--- src/hw/rtl/ckm_pkg.sv ---
package ckm_pkg;

  localparam int ADDR_W  = 5;
  localparam int DATA_W  = 32;
  localparam int CHAN_W  = 8;
  localparam int EM_W    = CHAN_W - 3;
  localparam int NUM_CH  = 3;
  localparam int PF_W    = CHAN_W + EM_W;
  localparam int PB_W    = 2 * CHAN_W;
  localparam logic [CHAN_W-1:0] TOL_FULL = 8'hFF;
  localparam logic [CHAN_W-1:0] CHAN_MAX = 8'hFF;

  typedef enum logic [2:0] {
    REG_SMOOTH_MODE = 3'd0,
    REG_KEY_RED     = 3'd1,
    REG_KEY_GREEN   = 3'd2,
    REG_KEY_BLUE    = 3'd3,
    REG_TOLERANCE   = 3'd4
  } reg_idx_t;

  typedef enum logic [1:0] {
    SEL_FG    = 2'd0,
    SEL_BG    = 2'd1,
    SEL_BLEND = 2'd2
  } sel_t;

  typedef struct packed {
    logic              smooth_mode;
    logic [CHAN_W-1:0] key_red;
    logic [CHAN_W-1:0] key_green;
    logic [CHAN_W-1:0] key_blue;
    logic [CHAN_W-1:0] tolerance;
  } cfg_t;

  typedef struct packed {
    logic [31:0] fg_pixel;
    logic [31:0] bg_pixel;
    logic        frame_end_in;
  } pix_in_t;

  typedef struct packed {
    logic [31:0] out_pixel;
    logic        frame_end_out;
  } pix_out_t;

  typedef struct packed {
    logic [31:0]     fg;
    logic [31:0]     bg;
    logic            frame_end;
    logic [EM_W-1:0] em;
    sel_t            sel;
  } mid_t;

  function automatic logic [CHAN_W-1:0] abs_diff(logic [CHAN_W-1:0] a, logic [CHAN_W-1:0] b);
    abs_diff = (a > b) ? (a - b) : (b - a);
  endfunction

endpackage

--- src/hw/rtl/ckm_regs.sv ---
module ckm_regs
  import ckm_pkg::*;
(
  input  logic              clk,
  input  logic              rst,
  input  logic              psel,
  input  logic              penable,
  input  logic              pwrite,
  input  logic [ADDR_W-1:0] paddr,
  input  logic [DATA_W-1:0] pwdata,
  output logic [DATA_W-1:0] prdata,
  output logic              pready,
  output cfg_t              cfg
);

  reg_idx_t idx;

  assign idx    = reg_idx_t'(paddr[ADDR_W-1:2]);
  assign pready = 1'b1;

  always_ff @(posedge clk) begin
    if (rst) begin
      cfg <= '0;
    end else if (psel && penable && pwrite) begin
      unique case (idx)
        REG_SMOOTH_MODE: cfg.smooth_mode <= pwdata[0];
        REG_KEY_RED:     cfg.key_red     <= pwdata[CHAN_W-1:0];
        REG_KEY_GREEN:   cfg.key_green   <= pwdata[CHAN_W-1:0];
        REG_KEY_BLUE:    cfg.key_blue    <= pwdata[CHAN_W-1:0];
        REG_TOLERANCE:   cfg.tolerance   <= pwdata[CHAN_W-1:0];
        default: ;
      endcase
    end
  end

  always_comb begin
    prdata = '0;
    unique case (idx)
      REG_SMOOTH_MODE: prdata[0]          = cfg.smooth_mode;
      REG_KEY_RED:     prdata[CHAN_W-1:0] = cfg.key_red;
      REG_KEY_GREEN:   prdata[CHAN_W-1:0] = cfg.key_green;
      REG_KEY_BLUE:    prdata[CHAN_W-1:0] = cfg.key_blue;
      REG_TOLERANCE:   prdata[CHAN_W-1:0] = cfg.tolerance;
      default:         prdata             = '0;
    endcase
  end

endmodule

--- src/hw/rtl/ckm_match.sv ---
module ckm_match
  import ckm_pkg::*;
(
  input  logic    clk,
  input  logic    rst,
  input  cfg_t    cfg,
  input  logic    in_valid,
  output logic    in_stall,
  input  pix_in_t in_data,
  output logic    out_valid,
  input  logic    out_stall,
  output mid_t    out_data
);

  logic              a_valid;
  logic [31:0]       a_fg;
  logic [31:0]       a_bg;
  logic              a_fe;
  logic [CHAN_W-1:0] a_eb;
  logic [CHAN_W-1:0] a_eg;
  logic [CHAN_W-1:0] a_er;
  logic              en_a;
  logic              en_b;
  logic              match;
  logic [CHAN_W-1:0] emax;
  sel_t              sel;

  assign en_b     = !out_valid || !out_stall;
  assign en_a     = !a_valid || en_b;
  assign in_stall = !en_a;

  always_ff @(posedge clk) begin
    if (rst) begin
      a_valid <= 1'b0;
    end else if (en_a) begin
      a_valid <= in_valid;
    end
  end

  always_ff @(posedge clk) begin
    if (en_a && in_valid) begin
      a_fg <= in_data.fg_pixel;
      a_bg <= in_data.bg_pixel;
      a_fe <= in_data.frame_end_in;
      a_eb <= abs_diff(in_data.fg_pixel[7:0],   cfg.key_blue);
      a_eg <= abs_diff(in_data.fg_pixel[15:8],  cfg.key_green);
      a_er <= abs_diff(in_data.fg_pixel[23:16], cfg.key_red);
    end
  end

  always_comb begin
    match = (a_eb < cfg.tolerance) && (a_eg < cfg.tolerance) && (a_er < cfg.tolerance);
    emax  = a_eb;
    if (a_eg > emax) emax = a_eg;
    if (a_er > emax) emax = a_er;
    priority if (cfg.tolerance == TOL_FULL) begin
      sel = SEL_BG;
    end else if (!match) begin
      sel = SEL_FG;
    end else if (!cfg.smooth_mode) begin
      sel = SEL_BG;
    end else begin
      sel = SEL_BLEND;
    end
  end

  always_ff @(posedge clk) begin
    if (rst) begin
      out_valid <= 1'b0;
    end else if (en_b) begin
      out_valid <= a_valid;
    end
  end

  always_ff @(posedge clk) begin
    if (en_b && a_valid) begin
      out_data.fg        <= a_fg;
      out_data.bg        <= a_bg;
      out_data.frame_end <= a_fe;
      out_data.em        <= emax[CHAN_W-1:3];
      out_data.sel       <= sel;
    end
  end

endmodule

--- src/hw/rtl/ckm_blend.sv ---
module ckm_blend
  import ckm_pkg::*;
(
  input  logic     clk,
  input  logic     rst,
  input  logic     in_valid,
  output logic     in_stall,
  input  mid_t     in_data,
  output logic     out_valid,
  input  logic     out_stall,
  output pix_out_t out_data
);

  logic              c_valid;
  mid_t              c_mid;
  logic [PF_W-1:0]   c_pf [NUM_CH];
  logic [PB_W-1:0]   c_pb [NUM_CH];
  logic [CHAN_W-1:0] inv_em;
  logic [PB_W-1:0]   sum  [NUM_CH];
  logic [31:0]       blended;
  logic [31:0]       pixel;
  logic              en_c;
  logic              en_d;

  assign en_d     = !out_valid || !out_stall;
  assign en_c     = !c_valid || en_d;
  assign in_stall = !en_c;
  assign inv_em   = CHAN_MAX - CHAN_W'(in_data.em);

  always_ff @(posedge clk) begin
    if (rst) begin
      c_valid <= 1'b0;
    end else if (en_c) begin
      c_valid <= in_valid;
    end
  end

  always_ff @(posedge clk) begin
    if (en_c && in_valid) begin
      c_mid <= in_data;
      for (int i = 0; i < NUM_CH; i++) begin
        c_pf[i] <= PF_W'(in_data.fg[CHAN_W*i +: CHAN_W]) * PF_W'(in_data.em);
        c_pb[i] <= PB_W'(in_data.bg[CHAN_W*i +: CHAN_W]) * PB_W'(inv_em);
      end
    end
  end

  always_comb begin
    blended = c_mid.fg;
    for (int i = 0; i < NUM_CH; i++) begin
      sum[i] = PB_W'(c_pf[i]) + c_pb[i] + PB_W'(CHAN_MAX);
      blended[CHAN_W*i +: CHAN_W] = sum[i][PB_W-1:CHAN_W];
    end
    unique case (c_mid.sel)
      SEL_FG:    pixel = c_mid.fg;
      SEL_BG:    pixel = c_mid.bg;
      SEL_BLEND: pixel = blended;
      default:   pixel = c_mid.fg;
    endcase
  end

  always_ff @(posedge clk) begin
    if (rst) begin
      out_valid <= 1'b0;
    end else if (en_d) begin
      out_valid <= c_valid;
    end
  end

  always_ff @(posedge clk) begin
    if (en_d && c_valid) begin
      out_data.out_pixel     <= pixel;
      out_data.frame_end_out <= c_mid.frame_end;
    end
  end

endmodule

--- src/hw/rtl/chroma_key_pixel_mixer.sv ---
// Channel   Direction  Handshake          Payload
// src       in         src_valid/stall    pix_in_t  (fg_pixel, bg_pixel, frame_end_in)
// dst       out        dst_valid/stall    pix_out_t (out_pixel, frame_end_out)
// apb       in/out     psel/penable       paddr, pwdata, prdata (5 registers)
//
// One pixel per clock while dst_stall is low.
// Stages: channel differences, match and blend weight, products, sum and select.
// Synchronous active-high reset clears valid bits and configuration registers to zero.
// A dst stall holds the output; upstream stages keep filling bubbles before
// src_stall rises.
module chroma_key_pixel_mixer
  import ckm_pkg::*;
(
  input  logic              clk,
  input  logic              rst,
  input  logic              psel,
  input  logic              penable,
  input  logic              pwrite,
  input  logic [ADDR_W-1:0] paddr,
  input  logic [DATA_W-1:0] pwdata,
  output logic [DATA_W-1:0] prdata,
  output logic              pready,
  input  logic              src_valid,
  output logic              src_stall,
  input  pix_in_t           src_data,
  output logic              dst_valid,
  input  logic              dst_stall,
  output pix_out_t          dst_data
);

  cfg_t cfg;
  logic mid_valid;
  logic mid_stall;
  mid_t mid_data;

  ckm_regs u_regs (
    .clk     (clk),
    .rst     (rst),
    .psel    (psel),
    .penable (penable),
    .pwrite  (pwrite),
    .paddr   (paddr),
    .pwdata  (pwdata),
    .prdata  (prdata),
    .pready  (pready),
    .cfg     (cfg)
  );

  ckm_match u_match (
    .clk       (clk),
    .rst       (rst),
    .cfg       (cfg),
    .in_valid  (src_valid),
    .in_stall  (src_stall),
    .in_data   (src_data),
    .out_valid (mid_valid),
    .out_stall (mid_stall),
    .out_data  (mid_data)
  );

  ckm_blend u_blend (
    .clk       (clk),
    .rst       (rst),
    .in_valid  (mid_valid),
    .in_stall  (mid_stall),
    .in_data   (mid_data),
    .out_valid (dst_valid),
    .out_stall (dst_stall),
    .out_data  (dst_data)
  );

endmodule

--- config.mk ---
export PLATFORM = sky130hd
export DESIGN_NAME = chroma_key_pixel_mixer
export DESIGN_NICKNAME = d
export VERILOG_FILES = /design/src/hw/rtl/ckm_pkg.sv /design/src/hw/rtl/ckm_regs.sv /design/src/hw/rtl/ckm_match.sv /design/src/hw/rtl/ckm_blend.sv /design/src/hw/rtl/chroma_key_pixel_mixer.sv
export SDC_FILE = /design/constraint.sdc
export NUM_CORES = 1
export LEC_CHECK = 0
export BUFFER_PORTS_ARGS = -buffer_cell sky130_fd_sc_hd__buf_2
export CAP_MARGIN = 20
export CORE_MARGIN = 2
export CORE_UTILIZATION = 26
export DETAILED_ROUTE_END_ITERATION = 10
export GPL_ROUTABILITY_DRIVEN = 0
export GPL_TIMING_DRIVEN = 0
export HOLD_SLACK_MARGIN = 0.15
export SLEW_MARGIN = 10
export SYNTH_ARGS = -nofsm -noshare
export SYNTH_HDL_FRONTEND = slang
export SYNTH_HIERARCHICAL = 1
export SYNTH_SLANG_ARGS = --single-unit
--- constraint.sdc ---
create_clock -name clk -period 15.3 [get_ports clk]
set_input_delay 3.06 -clock clk [delete_from_list [all_inputs] [get_ports clk]]
set_output_delay 3.06 -clock clk [all_outputs]
set_load 0.1 [all_outputs]
==> results of run 1 <==
power breakdown:
| part | internal, mW | switching [mW] | total, mW |
|---|---|---|---|
| combinational | 0.735 | 0.946 | 1.68 |
| clock | 0.686 | 0.452 | 1.14 |
| sequential | 1.31 | 0.0386 | 1.35 |
sequential cells by signal, indices dropped and copies added, names as in the netlist:
| register | flops |
|---|---|
| u_regs/cfg | 33 |
| u_match/out_data | 72 |
| u_match/a_fg | 32 |
| u_match/a_eg | 8 |
| u_blend/out_valid | 1 |
| u_match/a_valid | 1 |
| u_blend/c_pf | 39 |
| u_match/out_valid | 1 |
| u_match/a_fe | 1 |
| u_blend/c_valid | 1 |
| u_match/a_bg | 32 |
| u_blend/blended | 8 |
| u_match/a_eb | 8 |
| u_blend/c_mid | 59 |
| u_blend/c_pb | 48 |
| u_blend/out_data | 33 |
| u_match/a_er | 8 |
metrics by stage:
stage / cell area, um^2 / std cells
2_1_floorplan: 27300 / 2437
3_3_place_gp: 29700 / 3941
3_5_place_dp: 30000 / 3954
4_1_cts: 31600 / 4040
5_1_grt: 31600 / 4040
6_report: 31600 / 4040
synthesized netlist by cell type (all sizes together) (16+ instances only):
cell / n / share of area [%]
inv: 411 / 5.7
edfxtp: 348 / 38
ha: 333 / 15
fa: 168 / 12
nor2: 138 / 1.9
nand2: 123 / 1.7
and2: 83 / 1.9
a21oi: 82 / 1.5
xnor2: 66 / 2.1
nand2b: 63 / 1.4
mux2i: 58 / 2.1
nor2b: 56 / 1.3
o21ai: 52 / 0.97
buf: 51 / 1.4
clkbuf: 39 / 0.54
dfxtp: 37 / 2.7
xor2: 30 / 0.96
a21o: 28 / 0.78
o21bai: 25 / 0.69
nor3: 20 / 0.37
nand4: 19 / 0.44
a211oi: 18 / 0.57
nand3: 18 / 0.33
o221ai: 16 / 0.51
layer usage:
metal  up-vias  global-route usage (%)
met1      8350                    16.1
met4         0                    4.10
met2       328                    20.2
li1       8503                       -
met5         -                       0
met3       112                    1.77
final timing paths:
| kind | to | start | slack, ps |
|---|---|---|---|
| worst max register to register | u_blend/c_pb[0][47] | u_match/out_data[6] | 9420 |
| worst min-delay path | u_match/out_data[27] | u_match/a_bg[19] | 410 |
| worst max-delay path | prdata[1] | paddr[2] | 7680 |
| worst min register to register | u_match/out_data[27] | u_match/a_bg[19] | 410 |
final cells by class:
| type | count | area, um^2 | area share [%] |
|---|---|---|---|
| buffer | 90 | 538 | 1.70 |
| clock buffer | 54 | 1240 | 3.94 |
| inverter | 411 | 1540 | 4.88 |
| timing repair buffer | 137 | 903 | 2.86 |
| multi-input combinational | 1551 | 14100 | 44.7 |
| tap | 1380 | 1730 | 5.47 |
| sequential | 385 | 11200 | 35.4 |
| clock inverter | 32 | 330 | 1.05 |
critical path, stage by stage:
cell and delay, ps:
buf_2 150, buf_4 190, nor3b_2 400, nand2_1 110, o21ai_0 150, buf_2 500
logic make-up (layout without fill, tap and decap cells):
family / count (synthesis) / count (layout) / synth area share [%]
adder cells (fa/ha/maj): 501 / 501 / 27.6
flip-flops: 385 / 385 / 41.1
multiplexers: 66 / 66 / 2.47
AND/OR/NAND/NOR: 556 / 556 / 10.3
other: 2 / 25 / 0.0276
AO/OA/AOI/OAI: 307 / 307 / 7.75
XOR/XNOR: 96 / 96 / 3.08
buffers and inverters: 501 / 724 / 7.63
==> results_dict.tcl, run 1 <==
set metrics [dict create \
    mostFrequentLayoutCells "inv_1 (411), edfxtp_1 (348), ha_1 (333), fa_1 (168), nor2_1 (137)" \
    crit_type "in -> out" \
    die_w_um 328 \
    synth_ff_type "edfxtp_1" \
    cp-start-kind "primary input" \
    holdPathStages 0 \
    drive_gt1_share_pct 11.0 \
    setup_viol 0 \
    worstPathArrival_ps 4560 \
    required_ps 12240 \
    vias_per_cell 4.28 \
    power_mw 4.17 \
    grt_use_total_pct 12.1 \
    numCtsBuffers 47 \
    cellPowerDensity_nw_per_um2 132 \
    min_path_type "reg -> reg" \
    grt_start_max_net_pins 31 \
    wl_met1_mm 29.7 \
    n_antenna_cell 0 \
    final.period_utilization_pct 49.8 \
    std_cell_rows 118 \
    min_period_ps 7620 \
    die_area_um2 107000 \
    wl_per_cell_um 15.9 \
    dp_slack_ps 7740 \
    post_cts_buffers 0 \
    hold_violations 0 \
    vdd_ir_drop_max_mv 0.0852 \
    grt_first_pass_wirelength_mm 100 \
    remaining_drc_errors 0 \
    fmax_ghz 0.131 \
    synth_edf_count 348 \
    cap_violations 0 \
    cts_tree "built" \
    yosys_warnings 6 \
    seq_area_frac_synth_pct 41.1 \
    clock-root-buffer "clkbuf_16" \
    die_h_um 328 \
    rsz0062_at_grt "false" \
    fin_tns_setup_ps 0 \
    layout_setup_ws_ps 7680 \
    ys_seq_elements 385 \
    yosysUniqueCellTypes 74 \
    worstPathMaxFanout 10 \
    tightest_slew_ps 1140 \
    finClkSkew_ps 17.3 \
    antenna_found_initial 9 \
    avgSynthCellArea_um2 11.3 \
    clk_path_buf_depth 3 \
    grt_pass1_vias 17300 \
    via_count 17300 \
    firstDrtPassIters 5 \
    path_clk_slew_ps 60 \
    htree_levels 2 \
    async_reset_ff_share_pct 0 \
    report.final.slew_viol_count 0 \
    status "completed" \
    n_fill_cell 10600 \
    top_layer "met4" \
    hold_buffers 0 \
    drtIter0Drc 781 \
    route.met3.wl_mm 2.42 \
    core_area_um2 104000 \
    cts_resized 0 \
    gr-total-overflow 0 \
    syn_inst 2414 \
    ios 177 \
    reg2reg_depth 18 \
    whs_ps 413 \
    worstSkewPairLatency_ps 590 \
    wirelength_mm 64.4 \
    layout_commonest_cell "inv_1" \
    critical_path.endpoint_type "primary output" \
    final_nets 3233 \
    clkSinkCount 385 \
    dp_hpwl_mm 50.3 \
    port_buffers 124 \
    initial_utilization_pct 26.3 \
    final_util_pct 30.4 \
    area_growth_pct 15.9 \
    syn_area_um2 27300 \
    wl_met2_mm 30.1 \
    ant_nets 0 \
    slew_headroom_pct 24.2 \
    leakagePower_nw 13.9 \
]
Note: power is estimated with default switching activity, not from simulation.
==> run 2, diff against run 1 <==
clock period = 6.45 ns   (was 15.3 ns; I/O delays follow)
==> run 2 against run 1 <==
Net effect: via count hardly changed; sequential power is 140% higher; clock power increased by 130%; critical path type is now reg -> reg; routed wire length up 0.70%; non-clock buffer count stayed put; die area did not move; first-iteration DRC count rose by 19%; largest power group unchanged; sequential share of layout area grew 0.052 points; final area down 0.15%; global-route usage rose by 0.14 points; count of clock-buffer cells in the layout is 3 lower; setup slack worse by 7100 ps; largest cell class unchanged.
==> results_dict.tcl, run 2 (synthesis gave the netlist of run 1 again) <==
set metrics [dict create \
    fmax_ghz 0.169 \
    regMostFlops "u_match/out_data" \
    min_path_type "reg -> reg" \
    cts_resized 0 \
    n_fill_cell 10600 \
    slew_headroom_pct 29.7 \
    final.period_utilization_pct 91.7 \
    hold_violations 0 \
    top_layer "met4" \
    worstPathMaxFanout 10 \
    seq_area_um2 11200 \
    postPlaceCellArea_um2 30000 \
    die_w_um 328 \
    final_area_um2 31500 \
    clkSinkCount 385 \
    grt_use_total_pct 12.3 \
    route.met3.wl_mm 2.61 \
    numCtsBuffers 46 \
    dp_hpwl_mm 50.6 \
    ios 177 \
    crit_type "reg -> reg" \
    clk_path_buf_depth 3 \
    leakagePower_nw 13.8 \
    largest_reg_flops 72 \
    htree_levels 2 \
    hold_start "u_match/out_data[64]" \
    std_cell_rows 118 \
    hold_buffers 0 \
    port_buffers 124 \
    min_period_ps 5910 \
    r2r_end "u_blend/c_pb[0][47]" \
    die_h_um 328 \
    antenna_found_initial 11 \
    via_count 17300 \
    ant_nets 0 \
    r2r_start "u_match/out_data[6]" \
    dp_slack_ps 641 \
    wirelength_mm 64.9 \
    grt_pass1_vias 17700 \
    dp_cells 3954 \
    setup_viol 0 \
    top_regs "u_match/out_data x72, u_blend/c_mid x59, u_blend/c_pb x48" \
    area_growth_pct 15.7 \
    firstDrtPassIters 5 \
    required_ps 6770 \
    grt_start_max_net_pins 31 \
    final_nets 3232 \
    critical_path.endpoint_type "flop" \
    cap_violations 0 \
    finClkSkew_ps 18.7 \
    vias_per_cell 4.29 \
    whs_endpoint "u_blend/blended[24]" \
    stdcell_count 4038 \
    r2r_setup_slack_ps 540 \
    cp-start-kind "flop" \
    core_area_um2 104000 \
    worstSkewPairLatency_ps 590 \
    die_area_um2 107000 \
    worstPathArrival_ps 6230 \
    initial_utilization_pct 26.3 \
    tightest_slew_ps 1050 \
    rsz0062_at_grt "false" \
    gr-total-overflow 0 \
    multi_input_area_um2 14100 \
    grt_first_pass_wirelength_mm 102 \
    mostFrequentLayoutCells "inv_1 (411), edfxtp_1 (348), ha_1 (333), fa_1 (168), nor2_1 (137)" \
    cellPowerDensity_nw_per_um2 312 \
    drive_gt1_share_pct 10.8 \
    holdPathStages 0 \
    wl_per_cell_um 16.1 \
    post_cts_buffers 0 \
    clock-root-buffer "clkbuf_16" \
    layout_setup_ws_ps 535 \
    report.final.slew_viol_count 0 \
    remaining_drc_errors 0 \
    reg2reg_depth 18 \
    cts_tree "built" \
    status "completed" \
    wl_met1_mm 29.9 \
    layout_commonest_cell "inv_1" \
    vdd_ir_drop_max_mv 0.207 \
    path_clk_slew_ps 60 \
    drtIter0Drc 931 \
    wl_met2_mm 30.6 \
]
==> run 2: cell types whose count changed in the layout (fill, tap and decap cells not counted), sizes merged <==
cell,previous run,this run
bufinv,6,5
diode,0,2
clkinv,20,18
clkbuf,93,90
clkinvlp,3,5
==> run 2: area by class of cell <==
cell class              instances  area share, %
plain buffers                  90           1.71
diodes                          2         0.0159
flip-flops and latches        385           35.5
multi-input cells            1551           44.7
repair buffers                137           2.84
clock inverters                31          0.944
inverters                     411           4.89
well taps                    1380           5.47
clock buffers                  51           3.91
==> run 2: worst max path at each step <==
| stage | from | endpoint | slack (ps) | cells past startpoint |
|---|---|---|---|---|
| after global routing | u_match/out_data[5] | u_blend/c_pb[0][47] | 60 | 18 |
| final | u_match/out_data[6] | u_blend/c_pb[0][47] | 540 | 18 |
| after floorplan | dst_stall | u_blend/blended[24] | 470 | 2 |
| after detailed placement | u_match/out_data[5] | u_blend/c_pb[0][47] | 640 | 18 |
| after global placement | dst_stall | u_match/out_data[26] | -1660 | 3 |
| after CTS | u_match/out_data[5] | u_blend/c_pb[0][47] | 600 | 18 |
==> run 2: metal layers <==
metal / global-route usage [%] / vias up
met5: 0 / -
met4: 3.71 / 0
li1: - / 8501
met1: 16.3 / 8332
met2: 20.6 / 367
met3: 1.76 / 106
==> run 2: worst max-delay path: stages (launching register included) <==
cell and delay (ps):
edfxtp_1 360, clkbuf_1 690, buf_1 750, nor2_1 170
fa_1 440, fa_1 500, inv_1 60, fa_1 520
fa_1 510, inv_1 50, ha_1 310, o21ai_0 110
a21boi_0 140, o21ai_0 200, a21oi_1 120, nand4_1 100
nand3_1 100, o41ai_1 360, xnor2_1 150
==> run 2: through the flow <==
| step | util, % | power [mW] | setup TNS (ps) | hold slack (ps) |
|---|---|---|---|---|
| global route | 30.4 | 10.7 | 0 | 419 |
| finish | 30.4 | 9.84 | 0 | 410 |
| global placement | 28.6 | 7.21 | -378220 | 401 |
| detailed placement | 28.9 | 7.23 | 0 | 405 |
| floorplan | - | 6.37 | 0 | 400 |
| CTS | 30.4 | 9.99 | 0 | 409 |
==> run 2: where the power goes <==
part | internal, mW | leakage (nW) | switching, mW | total [mW]
clock network | 1.58 | 0.736 | 1.08 | 2.65
logic | 1.75 | 9.53 | 2.25 | 4.00
registers | 3.10 | 3.57 | 0.0909 | 3.20
==> run 3, diff against run 2 <==
CORE_ASPECT_RATIO = 0.5   (was not set)
==> run 3 against run 2 <==
Net effect: sequential power is essentially flat; sequential share of layout area shrank 0.055 points; critical endpoint unchanged; critical path depth is the same; largest cell class unchanged.
==> results_dict.tcl, run 3 (synthesis gave the netlist of run 1 again) <==
set metrics [dict create \
    status "completed" \
    std_cell_rows 83 \
    port_buffers 124 \
    area_growth_pct 15.9 \
    dp_hpwl_mm 50.6 \
    vdd_ir_drop_max_mv 0.188 \
    min_period_ps 5960 \
    hold_buffers 0 \
    critical_path.endpoint_type "flop" \
    tightest_slew_ps 1000 \
    wirelength_mm 64.6 \
    crit_start "u_match/out_data[5]" \
    slew_headroom_pct 33.3 \
    final_nets 3230 \
    fmax_ghz 0.168 \
    cp-start-kind "flop" \
    report.final.slew_viol_count 0 \
    initial_utilization_pct 26.4 \
    largest_reg_flops 72 \
    worstPathMaxFanout 10 \
    grt_use_total_pct 12.0 \
    htree_levels 2 \
    layout_setup_ws_ps 487 \
    cts_tree "built" \
    p_switching_mw 3.48 \
    drive_gt1_share_pct 11.0 \
    worstSkewPairLatency_ps 570 \
    hold_violations 0 \
    leakagePower_nw 13.9 \
    final.period_utilization_pct 92.4 \
    grt_start_max_net_pins 31 \
    comb_power_share_pct 41.4 \
    mostFrequentLayoutCells "inv_1 (411), edfxtp_1 (348), ha_1 (333), fa_1 (168), nor2_1 (137)" \
    firstDrtPassIters 5 \
    die_w_um 462 \
    via_count 17600 \
    clk_path_buf_depth 3 \
    grt_pass1_vias 17800 \
    regMostFlops "u_match/out_data" \
    path_clk_slew_ps 70 \
    crit_type "reg -> reg" \
    finClkSkew_ps 18.3 \
    antenna_found_initial 11 \
    hold_start "u_match/a_bg[26]" \
    top_regs "u_match/out_data x72, u_blend/c_mid x59, u_blend/c_pb x48" \
    min_path_type "reg -> reg" \
    gr-total-overflow 0 \
    reg2reg_depth 18 \
    ant_nets 0 \
    r2r_setup_slack_ps 490 \
    final_area_um2 31600 \
    drtIter0Drc 1174 \
    die_area_um2 108000 \
    rsz0062_at_grt "false" \
    cts_resized 0 \
    seqPwrFrac_pct 32.3 \
    ios 177 \
    layout_commonest_cell "inv_1" \
    wl_per_cell_um 15.9 \
    final_util_pct 30.6 \
    clkSinkCount 385 \
    post_cts_buffers 0 \
    p_clk_share_pct 26.3 \
    postPlaceCellArea_um2 30100 \
    switching_share_pct 35.1 \
    die_h_um 233 \
    cap_violations 0 \
    setup_viol 0 \
    grt_first_pass_wirelength_mm 101 \
    cellPowerDensity_nw_per_um2 313 \
    core_area_um2 103000 \
    dp_slack_ps 576 \
    worstPathArrival_ps 6270 \
    numCtsBuffers 43 \
    holdPathStages 0 \
    required_ps 6750 \
    clock-root-buffer "clkbuf_16" \
    r2r_start "u_match/out_data[5]" \
    internal-power_mw 6.42 \
    vias_per_cell 4.35 \
    remaining_drc_errors 0 \
]
==> run 3: changes by cell type in the layout (fill, tap and decap cells not counted) <==
cell / delta
clkinv_1: -7
buf_16: +4
buf_12: -3
clkbuf_16: -2
clkbuf_4: +2
clkbuf_8: +2
clkbuf_1: +1
clkinvlp_4: -1
diode_2: +1
inv_4: +1
==> run 3: worst paths after layout <==
check	to
setup / recovery	u_blend/c_pb[0][47]
hold / removal	u_match/out_data[34]
setup reg to reg	u_blend/c_pb[0][47]
hold reg to reg	u_match/out_data[34]
==> run 3: power groups by stage <==
stage               clock [mW]  sequential, mW  combinational [mW]
CTS                       2.68            3.19                4.12
global placement             0            3.26                3.98
global route              2.78            3.21                4.67
floorplan                    0            3.24                3.13
detailed placement           0            3.24                4.05
finish                    2.61            3.19                4.10
==> run 3: stage by stage <==
stage / hold slack, ps / power, mW / cells / setup TNS (ps)
after floorplan: 400 / 6.37 / 2437 / 0
after global placement: 401 / 7.24 / 3963 / -337420
after detailed placement: 405 / 7.29 / 3977 / 0
after CTS: 410 / 10.0 / 4055 / 0
after global routing: 422 / 10.7 / 4058 / 0
final: 412 / 9.90 / 4058 / 0
==> run 3: final cells by class <==
| cell class | count | area (um^2) |
|---|---|---|
| fill | 10500 | 71600 |
| multi-input combinational | 1551 | 14100 |
| sequential | 385 | 11200 |
| tap | 1402 | 1750 |
| inverter | 411 | 1540 |
| clock buffer | 54 | 1230 |
| timing repair buffer | 138 | 946 |
| buffer | 90 | 538 |
| clock inverter | 24 | 270 |
| antenna | 3 | 7.51 |
==> run 3: layer usage <==
layer  up-vias  track usage, %  wire, um
li1       8505               -         -
met1      8663            15.4     28900
met2       364            21.0     31400
met3       105            1.40      2520
met4         4            3.79      1810
met5         -               0        23
==> run 3: worst max-delay path, stage by stage, from the launching register on <==
cell and delay (ps):
edfxtp_1 380, clkbuf_1 720, buf_1 740, nor2_1 160, fa_1 470, fa_1 500
inv_1 60, fa_1 490, fa_1 500, inv_1 50, ha_1 310, o21ai_0 110
a21boi_0 140, o21ai_0 220, a21oi_1 140, nand4_1 110, nand3_1 100, o41ai_1 350
xnor2_1 140
